<file path="src/snrf_pkg.sv">
// ----------------------------------------------------------------------------
// snrf_pkg: shared types and constants
// Field widths, register indexes, the queue entry type and the back-end state
// type of the nerve response filter.
// ----------------------------------------------------------------------------
`default_nettype none
package snrf_pkg;

   localparam int GRAD_BITS   = 24;
   localparam int TAG_BITS    = 16;
   localparam int RESP_BITS   = 24;
   localparam int CNT_BITS    = 32;
   localparam int FLAG_BITS   = 4;
   localparam int WEIGHT_BITS = 20;
   localparam int WEIGHT_FRAC = 16;
   localparam int STAGES      = 3;
   localparam int ALPHA_BITS  = 48;
   localparam int WREG_BITS   = 60;
   localparam int CSR_IDX_BITS  = 3;
   localparam int CSR_DATA_BITS = 64;

   typedef enum logic [CSR_IDX_BITS-1:0] {
      REG_ALPHA_X   = 3'd0,
      REG_ALPHA_Y   = 3'd1,
      REG_ALPHA_Z   = 3'd2,
      REG_WEIGHTS_X = 3'd3,
      REG_WEIGHTS_Y = 3'd4,
      REG_WEIGHTS_Z = 3'd5
   } reg_index_type;

   // Entry passed from the front end to the back end.
   typedef struct packed {
      logic signed [GRAD_BITS:0] slew_x;
      logic signed [GRAD_BITS:0] slew_y;
      logic signed [GRAD_BITS:0] slew_z;
      logic [TAG_BITS-1:0]       tag;
      logic [CNT_BITS-1:0]       index;
   } work_type;

   typedef enum logic [2:0] {
      ST_IDLE,
      ST_FILT,
      ST_SUM,
      ST_SQRT,
      ST_DONE
   } back_state_type;

endpackage
`default_nettype wire

</file>
<file path="src/snrf_if.sv">
// ----------------------------------------------------------------------------
// snrf_req_if / snrf_rsp_if / snrf_csr_if: channel interfaces
// Valid/ready channels carrying the sample, the result and register writes.
// ----------------------------------------------------------------------------
`default_nettype none
interface snrf_req_if import snrf_pkg::*; ();
   logic valid;
   logic ready;
   logic signed [GRAD_BITS-1:0] grad_x;
   logic signed [GRAD_BITS-1:0] grad_y;
   logic signed [GRAD_BITS-1:0] grad_z;
   logic [TAG_BITS-1:0] block_id;
   modport source (output valid, grad_x, grad_y, grad_z, block_id, input ready);
   modport sink (input valid, grad_x, grad_y, grad_z, block_id, output ready);
endinterface

`default_nettype wire

</file>
<file path="src/snrf_front.sv">
// ----------------------------------------------------------------------------
// snrf_front: sample intake
// Forms the per-axis slew from the previous sample, stamps the sample index
// and pushes one entry into a two-deep queue for the back end.
// ----------------------------------------------------------------------------
`default_nettype none
module snrf_front import snrf_pkg::*; (
   input  wire logic clock,
   input  wire logic reset,
   snrf_req_if.sink  req,
   output work_type  head,
   output logic      head_valid,
   input  wire logic head_pop
);
   logic signed [GRAD_BITS-1:0] prev_ff [3];
   logic [CNT_BITS-1:0] count_ff;
   work_type q_ff [2];
   logic [1:0] fill_ff;
   logic push;
   work_type entry;

   assign req.ready  = (fill_ff != 2'd2);
   assign push       = req.valid && req.ready;
   assign head       = q_ff[0];
   assign head_valid = (fill_ff != 2'd0);

   always_comb begin
      entry.slew_x = (GRAD_BITS+1)'(req.grad_x) - (GRAD_BITS+1)'(prev_ff[0]);
      entry.slew_y = (GRAD_BITS+1)'(req.grad_y) - (GRAD_BITS+1)'(prev_ff[1]);
      entry.slew_z = (GRAD_BITS+1)'(req.grad_z) - (GRAD_BITS+1)'(prev_ff[2]);
      entry.tag    = req.block_id;
      entry.index  = count_ff;
   end

   always_ff @(posedge clock) begin
      if (reset) begin
         prev_ff[0] <= '0;
         prev_ff[1] <= '0;
         prev_ff[2] <= '0;
         count_ff   <= '0;
         fill_ff    <= '0;
      end else begin
         if (push) begin
            prev_ff[0] <= req.grad_x;
            prev_ff[1] <= req.grad_y;
            prev_ff[2] <= req.grad_z;
            count_ff   <= count_ff + 1'b1;
         end
         fill_ff <= fill_ff + {1'b0, push} - {1'b0, head_pop};
      end
   end

   always_ff @(posedge clock) begin
      if (head_pop) begin
         q_ff[0] <= (fill_ff == 2'd2) ? q_ff[1] : entry;
         if (fill_ff == 2'd2 && push) q_ff[1] <= entry;
      end else if (push) begin
         if (fill_ff == 2'd0) q_ff[0] <= entry;
         else q_ff[1] <= entry;
      end
   end
endmodule
`default_nettype wire

</file>
<file path="src/flat_wrapper.sv">
// flat-port wrapper written by rule: the top's interface ports become plain ports
module snrf_front_flat import snrf_pkg::*;
  (clock, reset, head, head_valid, head_pop, req_valid, req_grad_x, req_grad_y, req_grad_z, req_block_id, req_ready);
  snrf_req_if req_i ();
  input  wire logic clock;
  input  wire logic reset;
  output work_type head;
  output logic head_valid;
  input  wire logic head_pop;
  input wire logic [$bits(req_i.valid)-1:0] req_valid;
  input wire logic [$bits(req_i.grad_x)-1:0] req_grad_x;
  input wire logic [$bits(req_i.grad_y)-1:0] req_grad_y;
  input wire logic [$bits(req_i.grad_z)-1:0] req_grad_z;
  input wire logic [$bits(req_i.block_id)-1:0] req_block_id;
  output wire logic [$bits(req_i.ready)-1:0] req_ready;
  assign req_i.valid = req_valid;
  assign req_i.grad_x = req_grad_x;
  assign req_i.grad_y = req_grad_y;
  assign req_i.grad_z = req_grad_z;
  assign req_i.block_id = req_block_id;
  assign req_ready = req_i.ready;
  snrf_front u_core (.clock(clock), .reset(reset), .req(req_i), .head(head), .head_valid(head_valid), .head_pop(head_pop));
endmodule
</file>
<file path="config.mk">
export PLATFORM = sky130hd
export DESIGN_NAME = snrf_front_flat
export DESIGN_NICKNAME = d
export VERILOG_FILES = /design/src/snrf_pkg.sv /design/src/snrf_if.sv /design/src/snrf_front.sv /design/src/flat_wrapper.sv
export SDC_FILE = /design/constraint.sdc
export NUM_CORES = 1
export LEC_CHECK = 0
export BUFFER_PORTS_ARGS = -buffer_cell sky130_fd_sc_hd__buf_2
export CAP_MARGIN = 20
export CORE_ASPECT_RATIO = 0.75
export CORE_MARGIN = 8
export CORE_UTILIZATION = 60
export DETAILED_ROUTE_END_ITERATION = 10
export GPL_TIMING_DRIVEN = 0
export PLACE_DENSITY = 0.82
export SLEW_MARGIN = 30
export SYNTH_ARGS = -nofsm -noshare
export SYNTH_HDL_FRONTEND = slang
export SYNTH_SLANG_ARGS = --single-unit
</file>
<file path="constraint.sdc">
create_clock -name clock -period 23.1 [get_ports clock]
set_input_delay 4.62 -clock clock [delete_from_list [all_inputs] [get_ports clock]]
set_output_delay 4.62 -clock clock [all_outputs]
set_load 0.05 [all_outputs]
</file>
Word level (Yosys, flattened, before mapping). Memories as Yosys holds them, arrays and structs flattened. Cells that the tools add are included.

Register bits after elaboration: 34. RAM bits: 318. Input port bits: 92. Output and inout bits: 125. Logic and storage cells: 49. Memories: 2.

Add/sub/neg operators: 6. Equal/unequal tests: 2. Muxes and demuxes: 27. Bitwise logic cells: 5. Reductions and logical operators: 5.

Memory list: u_core.q_ff (depth 2, width 123, rd ports 2, clocked after memory_dff 0, wr ports 1, RTL line snrf_front.sv:17) `work_type q_ff [2];`; u_core.prev_ff (depth 3, width 24, rd ports 3, clocked after memory_dff 0, wr ports 3, RTL line snrf_front.sv:15) `logic signed [GRAD_BITS-1:0] prev_ff [3];`.

Operators with widths (number): $mux 123 (4); $reduce_or 123->1 (1); $sub 24x24->25 (3); $mux 24 (3); $add 32x1->32 const B (1); $mux 1 (20); $or 1x1->1 (5); $add 2x1->2 (1); $eq 2x2->1 const B (1); $logic_and 1x1->1 (2); $logic_not 2->1 (1); $ne 2x2->1 const B (1); $reduce_bool 2->1 (1); $sub 2x1->2 (1).

Longest topological paths before layout.
Depth after elaboration: 9. Mapped depth: 11. Gate-level depth less buffers: 10.

Least setup slack after synthesis. No wires, ideal clock.

Kind: input to register. From: in req_valid. To: mem u_core.q_ff[0][123] (netlist name), enable pin. Setup time: 0.608 ns. Arrival: 9.813 ns. Data required time: 22.492 ns. Path slack: 12.679 ns. Stages on the path: 2. Buffers on the path: 0. Cell sequence: nand2_1 -> nor2_1.

Longest elaborated chain between the ends: 8. Elaborated cells on any way between the ends: 16.

RTL lines: start, declared (RTL line flat_wrapper.sv:10) `input wire logic [$bits(req_i.valid)-1:0] req_valid;`; $logic_and 1x1->1 (*) (RTL line snrf_front.sv:23) `assign push = req.valid && req.ready;`; $logic_and 1x1->1 (RTL line snrf_front.sv:56) `if (fill_ff == 2'd2 && push) q_ff[1] <= entry;`; $mux 1 (RTL line snrf_front.sv:56); $mux 1 (RTL line snrf_front.sv:54) `if (head_pop) begin`; $mux 1 (not written as such) (RTL line snrf_front.sv:56); $or 1x1->1 (no source line); $reduce_or 123->1 (no source line); $mux 1 (no source line); end, declared (RTL line snrf_front.sv:17).

Every way passes the cells marked *; elsewhere a longest branch is shown, timed or not.

Worst setup path in the final report.
From: reg u_core.fill_ff[1]. To: out req_ready.

Longest elaborated chain between the ends: 1.

RTL lines: start, declared (RTL line snrf_front.sv:18) `logic [1:0] fill_ff;`; start signal, assigned (RTL line snrf_front.sv:49) `fill_ff <= fill_ff + {1'b0, push} - {1'b0, head_pop};`; $ne 2x2->1 (RTL line snrf_front.sv:22) `assign req.ready = (fill_ff != 2'd2);`; end, declared (RTL line flat_wrapper.sv:15) `output wire logic [$bits(req_i.ready)-1:0] req_ready;`.

Every way passes these cells.

==> flow_summary_export.csv <==
group,metric,value,unit
worst_setup_path,crit_fanout,10,
cts,cts_sinks,352,
worst_setup_path,cp_common_cell,"clkbuf_1",
cts,cts_tree,"yes",
power,leakage,8.90,nW
cts,cts_root_buf,"clkbuf_16",
cts,cts_made_buffers,36,
placement,port_buffers,215,
worst_setup_path,critPathLaunch,"u_core.fill_ff[1]",
floorplanning,die_w,217,um
grt,grt_overflow_total,0,
grt,grt_max_degree,46,
synthesis,ys.warnings.count,0,
synthesis,synth_top_area_share,52.6,%
drt,vias_per_cell,5.48,
final_layout,nNetsFinal,2076,
grt,antenna_found_initial,3,
power,power.density,126,mW/mm2
sta,setup_tns,0,ns
synthesis,synth_nets,1812,
sta,maxSlewViolCount,0,
cts,ctsResizeCount,0,
synthesis,yosysMostFrequentCell,"edfxtp_1",
sta,fmax,130,MHz
drt,drtIter0Drc,1013,
synthesis,netlist_instances,1642,
worst_setup_path,r2r_start,"u_core.prev_ff[0][0]",
drt,top_layer,"met4",
synthesis,seq_area_frac_synth,56.3,%
worst_setup_path,worstPathRequired,18.48,ns
drt,wl_met1,18.7,mm
worst_setup_path,crit_arrival,3.08,ns
worst_setup_path,crit_buf_inv,6,
floorplanning,initial_core_util,60.5,%
cts,holdBufCountCts,0,
drt,dr.pass1.iters,5,
floorplanning,dieArea,0.0362,mm2
worst_setup_path,rrSetupSlack,19.99,ns
power,vdd_drop_max,84.4,uV
sta,rsz0062_at_grt,"no",
synthesis,synth-edff-count,318,
synthesis,synth_area,0.0182,mm2
worst_setup_path,critPathTopFamily,"buffers and inverters",
grt,grt_pass1_wl,67.6,mm
worst_setup_path,endpoint,"req_ready",
grt,grt_pass1_vias,12800,
sta,max_slew_margin,37.9,%
drt,dr_total_vias,12800,
cts,path_clk_slew,0.06,ns
worst_setup_path,critPathKind,"flip-flop to output pin",
synthesis,synth_commonest_cells,"edfxtp_1, nand2_1, buf_4",
sta,skew,0.00810,ns
worst_setup_path,cp-end-kind,"output pin",
floorplanning,boundaryPins,217,
cts,clk_latency,0.52,ns
cts,h-tree-depth,2,
final_layout,layout-drive-gt1-share,24.3,%
flow_run,max_cap_violations,0,
worst_setup_path,crit_chain,"nor2b_1 > clkbuf_1 > inv_2 > clkbuf_8 > clkbuf_1 > buf_1 > buf_2",
grt,grt_usage,23.2,%
drt,routed-wl-met2,20.0,mm
placement,dp_hpwl,31.2,mm
synthesis,ys_seq_elements,352,
cts,cts_setup_buffers,0,
floorplanning,core,0.0300,mm2
sta,worst_slew_pin_slew,0.932,ns
worst_setup_path,start_kind,"flip-flop",
synthesis,yosys.area.top_type,"edfxtp_1",
sta,setup_viol,0,
synthesis,synth.area.top_cells,"edfxtp_1, nand2_1, ha_1",
sta,fin_crit_sh,33.3,%
cts,clockBufferDepth,3,
final_layout,final_area,0.0212,mm2
min_path,hold_path.startpoint,"u_core.count_ff[4]",
worst_setup_path,reg2reg_depth,9,
placement,gp_congestion,0.901,
drt,routed_wl,42.7,mm
power,total_power,0.00267,W
drt,wire_per_inst,18.3,um
worst_setup_path,cp_slowest_cell,"clkbuf_1",
worst_setup_path,r2r-end,"u_core.q_ff[0][118]",
placement,place_area,0.0200,mm2
final_layout,synthToLayoutAreaGrowth,16.7,%
synthesis,avgSynthCellArea,11.1,um2
worst_setup_path,critical_path_depth,7,
drt,ant_nets,0,
drt,drc,0,
synthesis,synthFlopType,"edfxtp_1",
run_status,outcome,"finished clean",
worst_setup_path,slowest_delay,0.64,ns
sta,final_hold_viol_count,0,
floorplanning,rows,55,
floorplanning,dieHeight,167,um
sta,fin_crit,7.70,ns
synthesis,async_flop_share,0,%
synthesis,synth_cell_types,70,
min_path,hold_class,"flip-flop to flip-flop",
drt,wl_met3,2.84,mm
-- cell usage in the layout (no fill, tap or decap), types with 22 or more instances in the layout --
cell type and count:
buf_2 218, mux2_2 35, inv_1 98, a21oi_1 75
dfxtp_1 34, xor2_1 52, nor2_1 92, clkbuf_1 53
edfxtp_1 318, nor3_1 22, ha_1 75, nand2_1 293
buf_4 124, clkbuf_16 37, and2_1 72, xnor2_1 39
-- layer usage --
| layer | global-route usage (%) | vias to the layer above |
|---|---|---|
| met2 | 37.8 | 453 |
| met4 | 7.43 | 0 |
| li1 | - | 6125 |
| met3 | 3.93 | 77 |
| met1 | 31.4 | 6141 |
| met5 | 0 | - |
-- worst min path at each step --
stage,endpoint,cells past startpoint
2_1_floorplan,u_core.q_ff[0][127],0
6_report,u_core.q_ff[0][127],0
3_3_place_gp,u_core.q_ff[0][127],0
4_1_cts,u_core.q_ff[0][127],0
5_1_grt,u_core.q_ff[0][127],0
3_5_place_dp,u_core.q_ff[0][127],0
-- flip-flops by register name, indices dropped and copies added, names as in the netlist --
signal and flops:
u_core.count_ff 32, u_core.fill_ff 2, u_core.prev_ff 72, u_core.q_ff 246
-- report_power, final --
part | internal [W] | total [W] | switching [W] | leakage [nW]
clock | 0.000320 | 0.000563 | 0.000243 | 0.554
sequential | 0.000901 | 0.000948 | 0.0000470 | 3.45
combinational | 0.000386 | 0.00116 | 0.000775 | 4.90
-- final cells by class --
| cell class | instances | area, um2 |
|---|---|---|
| clock buffer | 44 | 992 |
| buffer | 183 | 1190 |
| clock inverter | 22 | 155 |
| multi-input combinational | 1008 | 6400 |
| fill | 2190 | 8800 |
| inverter | 99 | 372 |
| tap | 399 | 499 |
| antenna | 3 | 7.51 |
| timing repair buffer | 226 | 1360 |
| sequential | 352 | 10200 |
-- logic make-up (layout without fill, tap and decap cells) --
kind of cell,count (synthesis),count (layout),share of synthesized area (%)
simple gates,573,573,14.4
flops,352,352,56.3
buf+inv,282,574,8.59
compound gates,227,227,8.42
xor+xnor,91,91,4.39
fa+ha+maj,78,78,5.50
mux,39,39,2.42
other cells,0,3,0
-- through the flow --
step           instances  hold WS (ns)  worst slack [ns]  util, %
6_report            2336         0.460             15.40     70.7
3_5_place_dp        2267         0.447             15.63     66.8
5_1_grt             2336         0.492             15.25     70.7
2_1_floorplan       1642         0.430             12.68        -
4_1_cts             2333         0.460             15.35     70.6
3_3_place_gp        2256         0.444              9.60     65.8
(Power assumes the default switching activity.)
